## src/rtl/bls_pkg.sv

```systemverilog
// shared types and constants for the bresenham line stepper
// no dependencies
`timescale 1ns / 1ps

package bls_pkg;

    // command codes carried on the input channel
    typedef enum logic [0:0] {
        OP_START = 1'b0,
        OP_STEP  = 1'b1
    } t_opcode;

    // extra bits of the error term above the coordinate width
    localparam int ERR_GUARD_BITS = 4;

endpackage

```

## src/rtl/bls_if.sv

```systemverilog
// stream interfaces for commands and pixels of the line stepper
// depends on bls_pkg
`timescale 1ns / 1ps

interface bls_cmd_if #(
    parameter int COORD_BITS = 12
);
    import bls_pkg::*;

    logic                         valid;
    logic                         ready;
    t_opcode                      opcode;
    logic signed [COORD_BITS-1:0] x_from;
    logic signed [COORD_BITS-1:0] y_from;
    logic signed [COORD_BITS-1:0] x_to;
    logic signed [COORD_BITS-1:0] y_to;

    modport source (output valid, opcode, x_from, y_from, x_to, y_to, input ready);
    modport sink   (input valid, opcode, x_from, y_from, x_to, y_to, output ready);
endinterface

interface bls_pix_if #(
    parameter int COORD_BITS = 12
);
    logic                         valid;
    logic                         ready;
    logic signed [COORD_BITS-1:0] pixel_x;
    logic signed [COORD_BITS-1:0] pixel_y;
    logic                         more;

    modport source (output valid, pixel_x, pixel_y, more, input ready);
    modport sink   (input valid, pixel_x, pixel_y, more, output ready);
endinterface

```

## src/rtl/bls_in_reg.sv

```systemverilog
// input register stage for line stepper commands
// depends on bls_pkg and bls_if
`timescale 1ns / 1ps

module bls_in_reg #(
    parameter int COORD_BITS = 12
) (
    input  logic      i_clk,
    input  logic      i_rst_n,
    bls_cmd_if.sink   i_cmd,
    bls_cmd_if.source o_cmd
);
    import bls_pkg::*;

    logic                  r_valid;
    t_opcode               r_opcode;
    logic [COORD_BITS-1:0] r_x_from;
    logic [COORD_BITS-1:0] r_y_from;
    logic [COORD_BITS-1:0] r_x_to;
    logic [COORD_BITS-1:0] r_y_to;
    logic                  w_ready;

    // stage is free when empty or when its item moves on
    assign w_ready     = !r_valid || o_cmd.ready;
    assign i_cmd.ready = w_ready;

    always_ff @(posedge i_clk) begin
        if (!i_rst_n) begin
            r_valid <= 1'b0;
        end else if (w_ready) begin
            r_valid <= i_cmd.valid;
        end
    end

    always_ff @(posedge i_clk) begin
        if (w_ready && i_cmd.valid) begin
            r_opcode <= i_cmd.opcode;
            r_x_from <= i_cmd.x_from;
            r_y_from <= i_cmd.y_from;
            r_x_to   <= i_cmd.x_to;
            r_y_to   <= i_cmd.y_to;
        end
    end

    assign o_cmd.valid  = r_valid;
    assign o_cmd.opcode = r_opcode;
    assign o_cmd.x_from = r_x_from;
    assign o_cmd.y_from = r_y_from;
    assign o_cmd.x_to   = r_x_to;
    assign o_cmd.y_to   = r_y_to;

endmodule

```

## src/rtl/bls_core.sv

```systemverilog
// line state, setup and step logic with the result register
// depends on bls_pkg and bls_if
`timescale 1ns / 1ps

module bls_core #(
    parameter int COORD_BITS = 12
) (
    input  logic      i_clk,
    input  logic      i_rst_n,
    bls_cmd_if.sink   i_item,
    bls_pix_if.source o_pix
);
    import bls_pkg::*;

    localparam int CB = COORD_BITS;
    localparam int DB = COORD_BITS + 1;
    localparam int EB = COORD_BITS + ERR_GUARD_BITS;

    // line state
    logic [CB-1:0]        r_cur_x, r_cur_y, r_end_x, r_end_y;
    logic [CB-1:0]        n_cur_x, n_cur_y, n_end_x, n_end_y;
    logic [DB-1:0]        r_tdx, r_tdy, n_tdx, n_tdy;
    logic signed [EB-1:0] r_err, n_err;
    logic                 r_x_neg, r_y_neg, r_x_major, r_tie, r_line_valid;
    logic                 n_x_neg, n_y_neg, n_x_major, n_tie, n_line_valid;

    // result register
    logic                 r_pix_valid;
    logic [CB-1:0]        r_px, r_py;
    logic                 r_more;

    logic                 w_adv, w_take;

    // setup terms
    logic signed [CB:0]   s_dx, s_dy, s_adx_w, s_ady_w;
    logic [CB-1:0]        s_adx, s_ady;
    logic                 s_x_major;

    // step terms
    logic                 t_minor, t_at_end;
    logic [DB-1:0]        t_major_d, t_minor_d;
    logic [CB-1:0]        t_inc_x, t_inc_y;

    assign w_adv        = !r_pix_valid || o_pix.ready;
    assign w_take       = w_adv && i_item.valid;
    assign i_item.ready = w_adv;

    always_comb begin
        s_dx      = $signed({i_item.x_to[CB-1], i_item.x_to})
                  - $signed({i_item.x_from[CB-1], i_item.x_from});
        s_dy      = $signed({i_item.y_to[CB-1], i_item.y_to})
                  - $signed({i_item.y_from[CB-1], i_item.y_from});
        s_adx_w   = s_dx[CB] ? -s_dx : s_dx;
        s_ady_w   = s_dy[CB] ? -s_dy : s_dy;
        s_adx     = s_adx_w[CB-1:0];
        s_ady     = s_ady_w[CB-1:0];
        s_x_major = s_adx > s_ady;
    end

    always_comb begin
        t_minor   = (r_err > 0) || ((r_err == '0) && r_tie);
        t_at_end  = r_x_major ? (r_cur_x == r_end_x) : (r_cur_y == r_end_y);
        t_major_d = r_x_major ? r_tdx : r_tdy;
        t_minor_d = r_x_major ? r_tdy : r_tdx;
        t_inc_x   = r_x_neg ? '1 : CB'(1);
        t_inc_y   = r_y_neg ? '1 : CB'(1);
    end

    always_comb begin
        n_cur_x      = r_cur_x;
        n_cur_y      = r_cur_y;
        n_end_x      = r_end_x;
        n_end_y      = r_end_y;
        n_tdx        = r_tdx;
        n_tdy        = r_tdy;
        n_err        = r_err;
        n_x_neg      = r_x_neg;
        n_y_neg      = r_y_neg;
        n_x_major    = r_x_major;
        n_tie        = r_tie;
        n_line_valid = r_line_valid;
        if (w_take) begin
            if (i_item.opcode == OP_START) begin
                n_cur_x   = i_item.x_from;
                n_cur_y   = i_item.y_from;
                n_end_x   = i_item.x_to;
                n_end_y   = i_item.y_to;
                n_x_neg   = s_dx[CB];
                n_y_neg   = s_dy[CB];
                n_tdx     = {s_adx, 1'b0};
                n_tdy     = {s_ady, 1'b0};
                n_x_major = s_x_major;
                if (s_x_major) begin
                    n_tie        = !s_dx[CB];
                    n_err        = $signed(EB'({s_ady, 1'b0}) - EB'(s_adx));
                    n_line_valid = i_item.x_from != i_item.x_to;
                end else begin
                    n_tie        = !s_dy[CB];
                    n_err        = $signed(EB'({s_adx, 1'b0}) - EB'(s_ady));
                    n_line_valid = i_item.y_from != i_item.y_to;
                end
            end else if (r_line_valid) begin
                if (t_at_end) begin
                    n_line_valid = 1'b0;
                end else begin
                    n_err = $signed(EB'(r_err) - (t_minor ? EB'(t_major_d) : EB'(0))
                                    + EB'(t_minor_d));
                    if (r_x_major || t_minor) begin
                        n_cur_x = r_cur_x + t_inc_x;
                    end
                    if (!r_x_major || t_minor) begin
                        n_cur_y = r_cur_y + t_inc_y;
                    end
                end
            end
        end
    end

    always_ff @(posedge i_clk) begin
        if (!i_rst_n) begin
            r_line_valid <= 1'b0;
            r_x_neg      <= 1'b0;
            r_y_neg      <= 1'b0;
            r_x_major    <= 1'b0;
            r_tie        <= 1'b0;
            r_pix_valid  <= 1'b0;
        end else begin
            r_line_valid <= n_line_valid;
            r_x_neg      <= n_x_neg;
            r_y_neg      <= n_y_neg;
            r_x_major    <= n_x_major;
            r_tie        <= n_tie;
            if (w_adv) begin
                r_pix_valid <= i_item.valid;
            end
        end
    end

    always_ff @(posedge i_clk) begin
        if (!i_rst_n) begin
            r_cur_x <= '0;
            r_cur_y <= '0;
            r_end_x <= '0;
            r_end_y <= '0;
            r_tdx   <= '0;
            r_tdy   <= '0;
            r_err   <= '0;
        end else begin
            r_cur_x <= n_cur_x;
            r_cur_y <= n_cur_y;
            r_end_x <= n_end_x;
            r_end_y <= n_end_y;
            r_tdx   <= n_tdx;
            r_tdy   <= n_tdy;
            r_err   <= n_err;
        end
    end

    always_ff @(posedge i_clk) begin
        if (w_take) begin
            r_more <= n_line_valid;
            r_px   <= n_line_valid ? n_cur_x : '0;
            r_py   <= n_line_valid ? n_cur_y : '0;
        end
    end

    assign o_pix.valid   = r_pix_valid;
    assign o_pix.pixel_x = r_px;
    assign o_pix.pixel_y = r_py;
    assign o_pix.more    = r_more;

    // a pixel without a fragment reads as the origin
    a_idle_pixel_zero: assert property (@(posedge i_clk) disable iff (!i_rst_n)
        r_pix_valid && !r_more |-> (r_px == '0) && (r_py == '0))
        else $error("pixel not zero while more is low");

    // a step on a finished line leaves it finished
    a_dead_line_stays: assert property (@(posedge i_clk) disable iff (!i_rst_n)
        w_take && (i_item.opcode == OP_STEP) && !r_line_valid |=> !r_line_valid)
        else $error("step revived an invalid line");

    // a zero-length line never reports a fragment
    a_zero_length: assert property (@(posedge i_clk) disable iff (!i_rst_n)
        w_take && (i_item.opcode == OP_START) && (i_item.x_from == i_item.x_to)
        && (i_item.y_from == i_item.y_to) |=> !r_more && !r_line_valid)
        else $error("zero-length line reported as valid");

    // a step short of the end moves the major coordinate
    a_major_moves: assert property (@(posedge i_clk) disable iff (!i_rst_n)
        w_take && (i_item.opcode == OP_STEP) && r_line_valid && r_x_major
        && (r_cur_x != r_end_x) |=> r_cur_x != $past(r_cur_x))
        else $error("x-major step did not move x");

endmodule

```

## src/rtl/bresenham_line_stepper.sv

```systemverilog
// top level of the bresenham line stepper: input register stage and core
// depends on bls_pkg, bls_if, bls_in_reg and bls_core
// a command passes the input register and then the result register before its pixel is valid
// throughput: one command and one pixel per cycle while the pixel receiver stays ready
// the input register and result register each decouple the channels
// reset (synchronous, active low) empties both stages and unloads the line
`timescale 1ns / 1ps

module bresenham_line_stepper #(
    parameter int COORD_BITS = 12
) (
    input  logic      i_clk,
    input  logic      i_rst_n,
    bls_cmd_if.sink   i_cmd,
    bls_pix_if.source o_pix
);
    import bls_pkg::*;

    // command stream between the input register and the core
    bls_cmd_if #(.COORD_BITS(COORD_BITS)) w_item ();

    // register each command transfer so the setup math starts from a flop
    bls_in_reg #(
        .COORD_BITS (COORD_BITS)
    ) u_in_reg (
        .i_clk   (i_clk),
        .i_rst_n (i_rst_n),
        .i_cmd   (i_cmd),
        .o_cmd   (w_item.source)
    );

    // start setup or one pixel step per cycle while the pixel receiver is ready, result held in an output register
    bls_core #(
        .COORD_BITS (COORD_BITS)
    ) u_core (
        .i_clk   (i_clk),
        .i_rst_n (i_rst_n),
        .i_item  (w_item.sink),
        .o_pix   (o_pix)
    );

endmodule
```

## src/flat_wrapper.sv

```systemverilog
// flat-port wrapper written by rule: the top's interface ports become plain ports
module bresenham_line_stepper_flat import bls_pkg::*;
#(
    parameter int COORD_BITS = 12
)
  (i_clk, i_rst_n, i_cmd_valid, i_cmd_opcode, i_cmd_x_from, i_cmd_y_from, i_cmd_x_to, i_cmd_y_to, i_cmd_ready, o_pix_valid, o_pix_pixel_x, o_pix_pixel_y, o_pix_more, o_pix_ready);
  bls_cmd_if #(.COORD_BITS(COORD_BITS)) i_cmd_i ();
  bls_pix_if #(.COORD_BITS(COORD_BITS)) o_pix_i ();
  input  logic i_clk;
  input  logic i_rst_n;
  input wire logic [$bits(i_cmd_i.valid)-1:0] i_cmd_valid;
  input wire logic [$bits(i_cmd_i.opcode)-1:0] i_cmd_opcode;
  input wire logic [$bits(i_cmd_i.x_from)-1:0] i_cmd_x_from;
  input wire logic [$bits(i_cmd_i.y_from)-1:0] i_cmd_y_from;
  input wire logic [$bits(i_cmd_i.x_to)-1:0] i_cmd_x_to;
  input wire logic [$bits(i_cmd_i.y_to)-1:0] i_cmd_y_to;
  output wire logic [$bits(i_cmd_i.ready)-1:0] i_cmd_ready;
  output wire logic [$bits(o_pix_i.valid)-1:0] o_pix_valid;
  output wire logic [$bits(o_pix_i.pixel_x)-1:0] o_pix_pixel_x;
  output wire logic [$bits(o_pix_i.pixel_y)-1:0] o_pix_pixel_y;
  output wire logic [$bits(o_pix_i.more)-1:0] o_pix_more;
  input wire logic [$bits(o_pix_i.ready)-1:0] o_pix_ready;
  assign i_cmd_i.valid = i_cmd_valid;
  assign i_cmd_i.opcode = i_cmd_opcode;
  assign i_cmd_i.x_from = i_cmd_x_from;
  assign i_cmd_i.y_from = i_cmd_y_from;
  assign i_cmd_i.x_to = i_cmd_x_to;
  assign i_cmd_i.y_to = i_cmd_y_to;
  assign i_cmd_ready = i_cmd_i.ready;
  assign o_pix_valid = o_pix_i.valid;
  assign o_pix_pixel_x = o_pix_i.pixel_x;
  assign o_pix_pixel_y = o_pix_i.pixel_y;
  assign o_pix_more = o_pix_i.more;
  assign o_pix_i.ready = o_pix_ready;
  bresenham_line_stepper #(.COORD_BITS(COORD_BITS)) u_core (.i_clk(i_clk), .i_rst_n(i_rst_n), .i_cmd(i_cmd_i), .o_pix(o_pix_i));
endmodule
```

## config.mk

```make
export PLATFORM = sky130hd
export DESIGN_NAME = bresenham_line_stepper_flat
export DESIGN_NICKNAME = d
export VERILOG_FILES = /design/src/rtl/bls_pkg.sv /design/src/rtl/bls_if.sv /design/src/rtl/bls_in_reg.sv /design/src/rtl/bls_core.sv /design/src/rtl/bresenham_line_stepper.sv /design/src/flat_wrapper.sv
export SDC_FILE = /design/constraint.sdc
export NUM_CORES = 1
export LEC_CHECK = 0
export ABC_AREA = 1
export BUFFER_PORTS_ARGS = -buffer_cell sky130_fd_sc_hd__buf_2
export CAP_MARGIN = 20
export CORE_UTILIZATION = 38
export CTS_BUF_LIST = sky130_fd_sc_hd__clkbuf_8
export CTS_CLUSTER_SIZE = 20
export DETAILED_ROUTE_END_ITERATION = 6
export GPL_ROUTABILITY_DRIVEN = 1
export GPL_TIMING_DRIVEN = 0
export PLACE_DENSITY_LB_ADDON = 0.1
export SYNTH_ARGS = -nofsm -noshare
export SYNTH_HDL_FRONTEND = slang
export SYNTH_SLANG_ARGS = --single-unit
export TNS_END_PERCENT = 20
```

## constraint.sdc

```tcl
create_clock -name i_clk -period 9.1 [get_ports i_clk]
set_input_delay 0 -clock i_clk [delete_from_list [all_inputs] [get_ports i_clk]]
set_output_delay 0 -clock i_clk [all_outputs]
set_load 0.01 [all_outputs]
```

==> flow_summary.json <==
{
  "final_layout_size_suffix_gt1_frac": 0.112,
  "fillers": 3279,
  "finalHoldViolCount": 0,
  "synth_flop_cell": "dfxtp_1",
  "start_kind": "flip-flop",
  "post_dp_cell_area_um2": 13200,
  "crit_top_cell": "nand2_1",
  "num_antenna_cells": 0,
  "design.core.area_um2": 31600,
  "regMostFlops": "u_core.u_core.r_err",
  "cts_inserted_buffers": 17,
  "routed_wl_um": 37000,
  "vias_per_cell": 5.08,
  "grt_pass1_vias": 10800,
  "cts_sinks": 169,
  "die_area_um2": 33000,
  "rsz0062_at_grt": "false",
  "setup_viol": 0,
  "htree_levels": 4,
  "crit_buf_inv": 8,
  "critPathSlowestCell": "o21ai_0",
  "ys_types": 51,
  "synth-async-reset-ratio": 0,
  "route.detailed.drc": 0,
  "rows": 65,
  "p_total_mw": 2.75,
  "synthToLayoutAreaGrowth_pct": 14.7,
  "maxCapViolations": 0,
  "clock-root-buffer": "clkbuf_8",
  "clk_latency_ns": 0.50,
  "hpwl_um": 29600,
  "cts_tree": "yes",
  "syn_inst": 1633,
  "dr.pass1.iters": 5,
  "crit_family": "simple AND/OR/NAND/NOR gates",
  "worstPathRequired_ns": 9.34,
  "die_w_um": 182,
  "drtAntennaViolNets": 0,
  "antenna_found_initial": 0,
  "io_buffers": 78,
  "largest_reg_flops": 16,
  "synth_nets": 1793,
  "hold_class": "in -> reg",
  "dpl_worst_slack_ns": 3.70,
  "setup_ws_ns": 3.63,
  "fin_skew_ns": 0.0128,
  "peakVddDrop_mv": 0.154,
  "status": "finished clean",
  "synth-edff-count": 74,
  "ctsLongestPathBuffers": 2,
  "dr_total_vias": 11200,
  "ys_seq_elements": 169,
  "period_needed_ns": 5.47,
  "yosysSeqAreaShare": 0.336,
  "fin_crit_sh": 0.601,
  "postCtsSetupBuffers": 0,
  "setup-tns-final_ns": 0,
  "place.gp.congestion": 0.881,
  "start_util": 0.388,
  "dieHeight_um": 182,
  "yosys_warnings": 0,
  "tightest_slew_ns": 1.10,
  "cp_max_fo": 10,
  "fin_area_um2": 14100,
  "grt_usage": 0.232,
  "grt_pass1_wl_um": 58600,
  "finalMaxSlewViolations": 0,
  "drtIter0Drc": 780,
  "grt_overflow_total": 0,
  "pin_count": 80,
  "avgRoutedWirePerCell_um": 16.8,
  "path_clk_slew_ns": 0.09,
  "setup.worst_path.class": "reg -> reg",
  "crit_arrival_ns": 5.71,
  "grt_max_degree": 41,
  "fmax_mhz": 183,
  "pwr_density_cell_nw_per_um2": 195,
  "cp-end-kind": "flip-flop",
  "max_stage_delay_ns": 0.55,
  "netlist_area_um2": 12300,
  "slew_headroom": 0.264,
  "leakagePower_nw": 6.48,
  "nets": 1942,
  "syn_area_per_cell_um2": 7.51
}
-- power breakdown --
group	internal [mW]	switching [mW]	leakage (nW)	total, mW
registers	0.839	0.0341	1.50	0.873
logic	0.485	0.850	4.78	1.33
clock network	0.248	0.291	0.202	0.540
total	1.57	1.18	6.48	2.75
-- cell usage after synthesis (3+ instances only) --
cell       number  area share
a211oi_1       17       0.010
a21oi_1       142       0.058
a21oi_2         3      0.0021
and2_1          5      0.0025
buf_1           3     0.00092
clkbuf_1       35       0.011
dfxtp_1        95        0.16
edfxtp_1       74        0.18
fa_1           19       0.031
ha_1           88       0.090
inv_1         264       0.081
inv_2           7      0.0021
nand2_1       304       0.093
nand2_2        24       0.012
nand3_1        77       0.031
nand3_2        13       0.011
nand3b_1        3      0.0018
nand4_1        10      0.0051
nor2_1        132       0.040
nor2_2          6      0.0031
nor2_4         21       0.019
nor3_1          8      0.0033
nor4_1          4      0.0020
o2111ai_1       8      0.0057
o211ai_1       12      0.0073
o21ai_0       130       0.053
o21bai_1       11      0.0067
o221ai_1       10      0.0071
o22ai_1        11      0.0056
or2_2           6      0.0031
xnor2_1        19       0.014
xor2_1         42       0.030
-- through the flow --
step | std cells | hold slack, ns | utilization
3_5_place_dp | 2114 | 0.178 | 0.417
4_1_cts | 2197 | 0.00236 | 0.445
5_1_grt | 2197 | 0.00882 | 0.445
6_report | 2197 | 0.0435 | 0.445
2_1_floorplan | 1633 | 0.0989 | -
3_3_place_gp | 2113 | 0.176 | 0.416
-- metal layers --
| layer | wire [um] | share of wire | global-route usage | vias to the layer above |
|---|---|---|---|---|
| li1 | - | - | - | 5681 |
| met1 | 17700 | 0.48 | 0.319 | 5163 |
| met4 | 683 | 0.018 | 0.0661 | 0 |
| met3 | 2060 | 0.056 | 0.0385 | 32 |
| met2 | 16600 | 0.45 | 0.373 | 276 |
| met5 | 0 | 0 | 0 | - |
-- logic make-up (layout without fill, tap and decap cells) --
family          count (synthesis)  in the layout  share of synthesized area
buf+inv                       318            480                      0.102
simple gates                  619            619                      0.232
xor+xnor                       61             61                     0.0435
flops                         169            169                      0.336
fa+ha+maj                     107            107                      0.121
compound gates                359            359                      0.166
-- worst register-to-register path, delay by kind of cell, from the launching register on --
family | cells | cell delay (ns)
AND/OR/NAND/NOR | 19 | 1.60
AO/OA/AOI/OAI | 5 | 1.08
flip-flops | 1 | 0.43
adder cells (fa/ha/maj) | 3 | 1.06
buffers and inverters | 8 | 1.05
-- final timing paths --
path	from	end	slack, ns	cells past startpoint
max reg2reg	u_core.u_in_reg.o_cmd.y_from[0]$_DFFE_PP_	u_core.u_core.o_pix.pixel_y[3]$_SDFFCE_PN0P_	3.63	35
min reg2reg	u_core.u_core.r_err[2]$_SDFFE_PN0P_	u_core.u_core.r_err[2]$_SDFFE_PN0P_	0.47	2
max	u_core.u_in_reg.o_cmd.y_from[0]$_DFFE_PP_	u_core.u_core.o_pix.pixel_y[3]$_SDFFCE_PN0P_	3.63	35
min	i_rst_n	u_core.u_core.r_end_y[9]$_SDFFE_PN0P_	0.04	3
-- placed cells by master (no fill, tap or decap), types with 10 or more instances in the layout --
cell | Yosys | layout
nand2_1 | 304 | 304
inv_1 | 264 | 267
a21oi_1 | 142 | 142
nor2_1 | 132 | 132
o21ai_0 | 130 | 130
dfxtp_1 | 95 | 95
ha_1 | 88 | 88
buf_2 | 1 | 79
nand3_1 | 77 | 77
edfxtp_1 | 74 | 74
dlygate4sd3_1 | 0 | 51
xor2_1 | 42 | 42
clkbuf_1 | 35 | 34
nand2_2 | 24 | 24
nor2_4 | 21 | 21
xnor2_1 | 19 | 19
fa_1 | 19 | 19
clkbuf_8 | 0 | 18
a211oi_1 | 17 | 17
nand3_2 | 13 | 13
o211ai_1 | 12 | 12
o21bai_1 | 11 | 11
o22ai_1 | 11 | 11
nand4_1 | 10 | 10
o221ai_1 | 10 | 10
-- final cells by class --
class	instances	area, um2	area share
inverters	274	1030	0.0734
plain buffers	44	219	0.0156
clock inverters	14	134	0.00951
well taps	402	503	0.0357
flip-flops and latches	169	4120	0.293
repair buffers	130	921	0.0654
multi-input cells	1146	6890	0.490
clock buffers	18	248	0.0176
-- timing repair --
action                                 CTS  global route
hold buffers                            51             0
gates resized for setup                  0             0
endpoints found under the hold margin   60             0
Power figures use the tool's default switching activity.
